==> src/rbst_pkg.sv <==
// ----------------------------------------------------------------------------
// rbst_pkg
// shared widths, types and register indexes of the ray/box slab test
// ----------------------------------------------------------------------------
package rbst_pkg;

	localparam int CoordW   = 32;
	localparam int DiffW    = CoordW + 1;
	localparam int ProdW    = DiffW + CoordW;
	localparam int FracBits = 16;
	localparam int CfgIdxW  = 3;
	localparam int NumAxes  = 3;

	typedef logic signed [CoordW-1:0] coord_t;
	typedef logic signed [DiffW-1:0]  diff_t;
	typedef logic [CfgIdxW-1:0]       cfg_idx_t;

	localparam coord_t CoordMax = coord_t'({1'b0, {(CoordW-1){1'b1}}});
	localparam coord_t CoordMin = coord_t'({1'b1, {(CoordW-1){1'b0}}});

	localparam cfg_idx_t RegBoxMinX = cfg_idx_t'(0);
	localparam cfg_idx_t RegBoxMaxX = cfg_idx_t'(1);
	localparam cfg_idx_t RegBoxMinY = cfg_idx_t'(2);
	localparam cfg_idx_t RegBoxMaxY = cfg_idx_t'(3);
	localparam cfg_idx_t RegBoxMinZ = cfg_idx_t'(4);
	localparam cfg_idx_t RegBoxMaxZ = cfg_idx_t'(5);

	// stage enables handed to each distance lane
	typedef struct packed {
		logic en_s2;
		logic en_s3;
	} lane_ctrl_t;

endpackage

==> src/rbst_lane.sv <==
// ----------------------------------------------------------------------------
// rbst_lane
// one slab distance: (bound - origin) * inv_dir in Q16.16, floor shift and
// saturation, two register stages
// ----------------------------------------------------------------------------
module rbst_lane (
	input  logic                clk,
	input  rbst_pkg::lane_ctrl_t ctrl,
	input  rbst_pkg::diff_t     diff,
	input  rbst_pkg::coord_t    inv_dir,
	output rbst_pkg::coord_t    t_slab
);

	localparam int ShW = rbst_pkg::ProdW - rbst_pkg::FracBits;

	logic signed [rbst_pkg::ProdW-1:0] prod_s2;
	logic signed [ShW-1:0]             shifted;
	logic                              fits;
	rbst_pkg::coord_t                  dist_sat;
	rbst_pkg::coord_t                  dist_s3;

	// full product, exact
	always_ff @(posedge clk) begin
		if (ctrl.en_s2) begin
			prod_s2 <= rbst_pkg::ProdW'(diff) * rbst_pkg::ProdW'(inv_dir);
		end
	end

	// dropping the fraction bits of a two's complement value rounds to minus infinity
	assign shifted = prod_s2[rbst_pkg::ProdW-1:rbst_pkg::FracBits];
	assign fits = (&shifted[ShW-1:rbst_pkg::CoordW-1])
		| ~(|shifted[ShW-1:rbst_pkg::CoordW-1]);

	always_comb begin
		if (fits) begin
			dist_sat = shifted[rbst_pkg::CoordW-1:0];
		end else if (prod_s2[rbst_pkg::ProdW-1]) begin
			dist_sat = rbst_pkg::CoordMin;
		end else begin
			dist_sat = rbst_pkg::CoordMax;
		end
	end

	always_ff @(posedge clk) begin
		if (ctrl.en_s3) begin
			dist_s3 <= dist_sat;
		end
	end

	assign t_slab = dist_s3;

endmodule

==> config.mk <==
export PLATFORM = sky130hd
export DESIGN_NAME = rbst_lane
export DESIGN_NICKNAME = d
export VERILOG_FILES = /design/src/rbst_pkg.sv /design/src/rbst_lane.sv
export SDC_FILE = /design/constraint.sdc
export NUM_CORES = 2
export LEC_CHECK = 0
export BUFFER_PORTS_ARGS = -buffer_cell sky130_fd_sc_hd__buf_4
export CAP_MARGIN = 20
export CORE_AREA = 2 2 284 286
export CTS_BUF_LIST = sky130_fd_sc_hd__clkbuf_8
export DETAILED_ROUTE_END_ITERATION = 10
export DIE_AREA = 0 0 286 288
export MAX_ROUTING_LAYER = met4
export PLACE_DENSITY_LB_ADDON = 0.3
export SLEW_MARGIN = 10
export SYNTH_ARGS = -nofsm -noshare
export SYNTH_HDL_FRONTEND = slang
export SYNTH_SLANG_ARGS = --single-unit
export TNS_END_PERCENT = 5
==> constraint.sdc <==
create_clock -name clk -period 11.2 [get_ports clk]
set_input_delay 2.24 -clock clk [delete_from_list [all_inputs] [get_ports clk]]
set_output_delay 2.24 -clock clk [all_outputs]
set_load 0.005 [all_outputs]
==> impl_metrics.json <==
{
  "status": "completed",
  "cp-end-kind": "flip-flop",
  "syn_area_um2": 39400,
  "synth_cell_types": 60,
  "fp.dieW_um": 286,
  "slew_viol_final": 0,
  "io_buffer_count": 99,
  "wl_per_cell_um": 19.4,
  "place_hpwl_um": 81000,
  "crit_arrival_ns": 10.10,
  "clkLatencyLatePin_ns": 0.34,
  "rsz0062_at_grt": "no",
  "synth_seq_cells": 81,
  "synth_fp_nets": 5404,
  "dr.pass1.iters": 5,
  "grt_pass1_vias": 29800,
  "coreArea_um2": 79600,
  "die_h_um": 288,
  "path_class": "input pin to flip-flop",
  "ys_seq_area_frac": 0.0617,
  "grt_max_degree": 50,
  "critPathMaxFanout": 32,
  "min_period_over_period": 0.894,
  "area.growth.synth_to_final_pct": 3.91,
  "die_area_um2": 82400,
  "overflow": 0,
  "grt_pass1_wl_um": 160000,
  "final-hold-violation-count": 0,
  "drc_errors": 0,
  "ctsResizeCount": 0,
  "cts_sinks": 81,
  "post_cts_buffers": 0,
  "initialDrtViolationCount": 1408,
  "hold_path.class": "flip-flop to flip-flop",
  "synth_most_common_cell": "fa_1",
  "critPathRequiredTime_ns": 11.29,
  "cts_buffer_depth": 2,
  "synth_top_area_frac": 0.564,
  "fin_util": 0.514,
  "holdWs_ns": 0.522,
  "layout_min_cycle_time_ns": 10.01,
  "vias_per_cell": 5.31,
  "fmax_ghz": 0.0999,
  "cts_tree": "yes",
  "vias": 26600,
  "synth.area.top_cells": "fa_1 (56%), inv_1 (9.4%), and2_1 (8.4%)",
  "cts-root-buf": "clkbuf_8",
  "ioPinCount": 100,
  "cp-start-kind": "input pin",
  "reg2reg_depth": 7,
  "totalWireLength_um": 97500,
  "fin_worst_skew_ns": 0.00866,
  "slew_headroom": 0.477,
  "max_cap_viol_count": 0,
  "rows": 104,
  "numCtsBuffers": 9,
  "synth_area_leader_cell": "fa_1",
  "synth-edff-count": 81,
  "synthCells": 4043,
  "antenna_found_initial": 4,
  "yosys_warnings": 0,
  "cts_hold_buf": 0,
  "htree_levels": 3,
  "synthFlopType": "edfxtp_1",
  "grtUsageTotal": 0.258,
  "initial_core_util": 0.495,
  "synth_common_cells": "fa_1 (1111), inv_1 (987), nand2_1 (531)",
  "async_reset_ff_frac": 0,
  "path_clk_slew_ns": 0.08,
  "syn_avg_cell_area_um2": 9.75,
  "postRouteAntennaNets": 0,
  "finalSetupViolations": 0,
  "timing.setup.tns_ns": 0,
  "worst_slew_pin_slew_ns": 0.779,
  "gp_congestion": 0.889,
  "drive_above_1_share": 0.0316,
  "hold_depth": 1,
  "nets": 5309
}
==> path summary, 6_finish.rpt <==
path,startpoint,to,slack [ns]
hold / removal,prod_s2[44]$_DFFE_PP_,t_slab[28]$_DFFE_PP_,0.52
setup / recovery,diff[32],prod_s2[62]$_DFFE_PP_,1.19
setup reg to reg,prod_s2[48]$_DFFE_PP_,t_slab[14]$_DFFE_PP_,8.51
hold reg to reg,prod_s2[44]$_DFFE_PP_,t_slab[28]$_DFFE_PP_,0.52
==> registers in the layout, summed over array words and instances (netlist names) <==
signal   cells
prod_s2     49
t_slab      32
==> kinds of logic (layout without fill, tap and decap cells) <==
group           count (synthesis)  in the layout  share of synthesized area
other cells                     0              3                          0
fa+ha+maj                    1293           1293                      0.622
mux                             1              1                   0.000254
simple gates                 1205           1205                      0.154
compound gates                211            211                     0.0361
xor+xnor                       54             54                     0.0120
flops                          81             81                     0.0617
buf+inv                      1198           1108                      0.114
==> area by class of cell <==
type	instances	area [um^2]
clock buffers	9	124
fillers	7352	38700
diodes	3	7.51
repair buffers	105	816
clock inverters	7	62.6
inverters	987	3700
multi-input cells	2764	32500
well taps	1060	1330
flip-flops and latches	81	2430
==> critical path: stages <==
cell	delay (ns)
buf_4	0.30
nand2_1	0.19
inv_1	0.12
fa_1	0.40
inv_1	0.27
fa_1	0.46
inv_1	0.21
fa_1	0.49
fa_1	0.90
inv_1	0.36
fa_1	0.57
inv_1	0.05
fa_1	0.54
inv_1	0.05
fa_1	0.47
inv_1	0.05
fa_1	0.45
ha_1	0.39
nor2_1	0.14
nor2_1	0.06
a21boi_0	0.27
nor4b_1	0.44
o21bai_1	0.26
a311oi_1	0.31
nor2_1	0.06
==> through the flow <==
step           setup slack (ns)  std cells  area (um^2)
5_1_grt                   0.652       5016        41000
3_5_place_dp              0.853       4997        40800
2_1_floorplan              1.56       4043        39400
6_report                   1.19       5016        41000
3_3_place_gp              0.891       4995        40700
4_1_cts                    1.20       5013        41000
==> cell usage in the layout, fill, tap and decap left out, drive strengths merged, types with 59 or more instances in the layout <==
| cell type | synthesis | routed |
|---|---|---|
| a21o | 59 | 59 |
| a21oi | 60 | 60 |
| and2 | 529 | 529 |
| buf | 6 | 105 |
| edfxtp | 81 | 81 |
| fa | 1111 | 1111 |
| ha | 182 | 182 |
| inv | 987 | 988 |
| nand2 | 531 | 531 |
| nor2 | 62 | 62 |
==> routing by layer <==
metal / vias to the layer above / wire length (um) / global-route usage
met5: - / 0 / -
met3: 192 / 4350 / 0.0273
met2: 733 / 53100 / 0.462
met4: 0 / 4140 / 0.0949
met1: 14300 / 35900 / 0.300
li1: 11400 / - / -
Power is left out: the tool's default activity adds up to more than one toggle a clock period on the data nets, which glitch-free logic cannot reach.
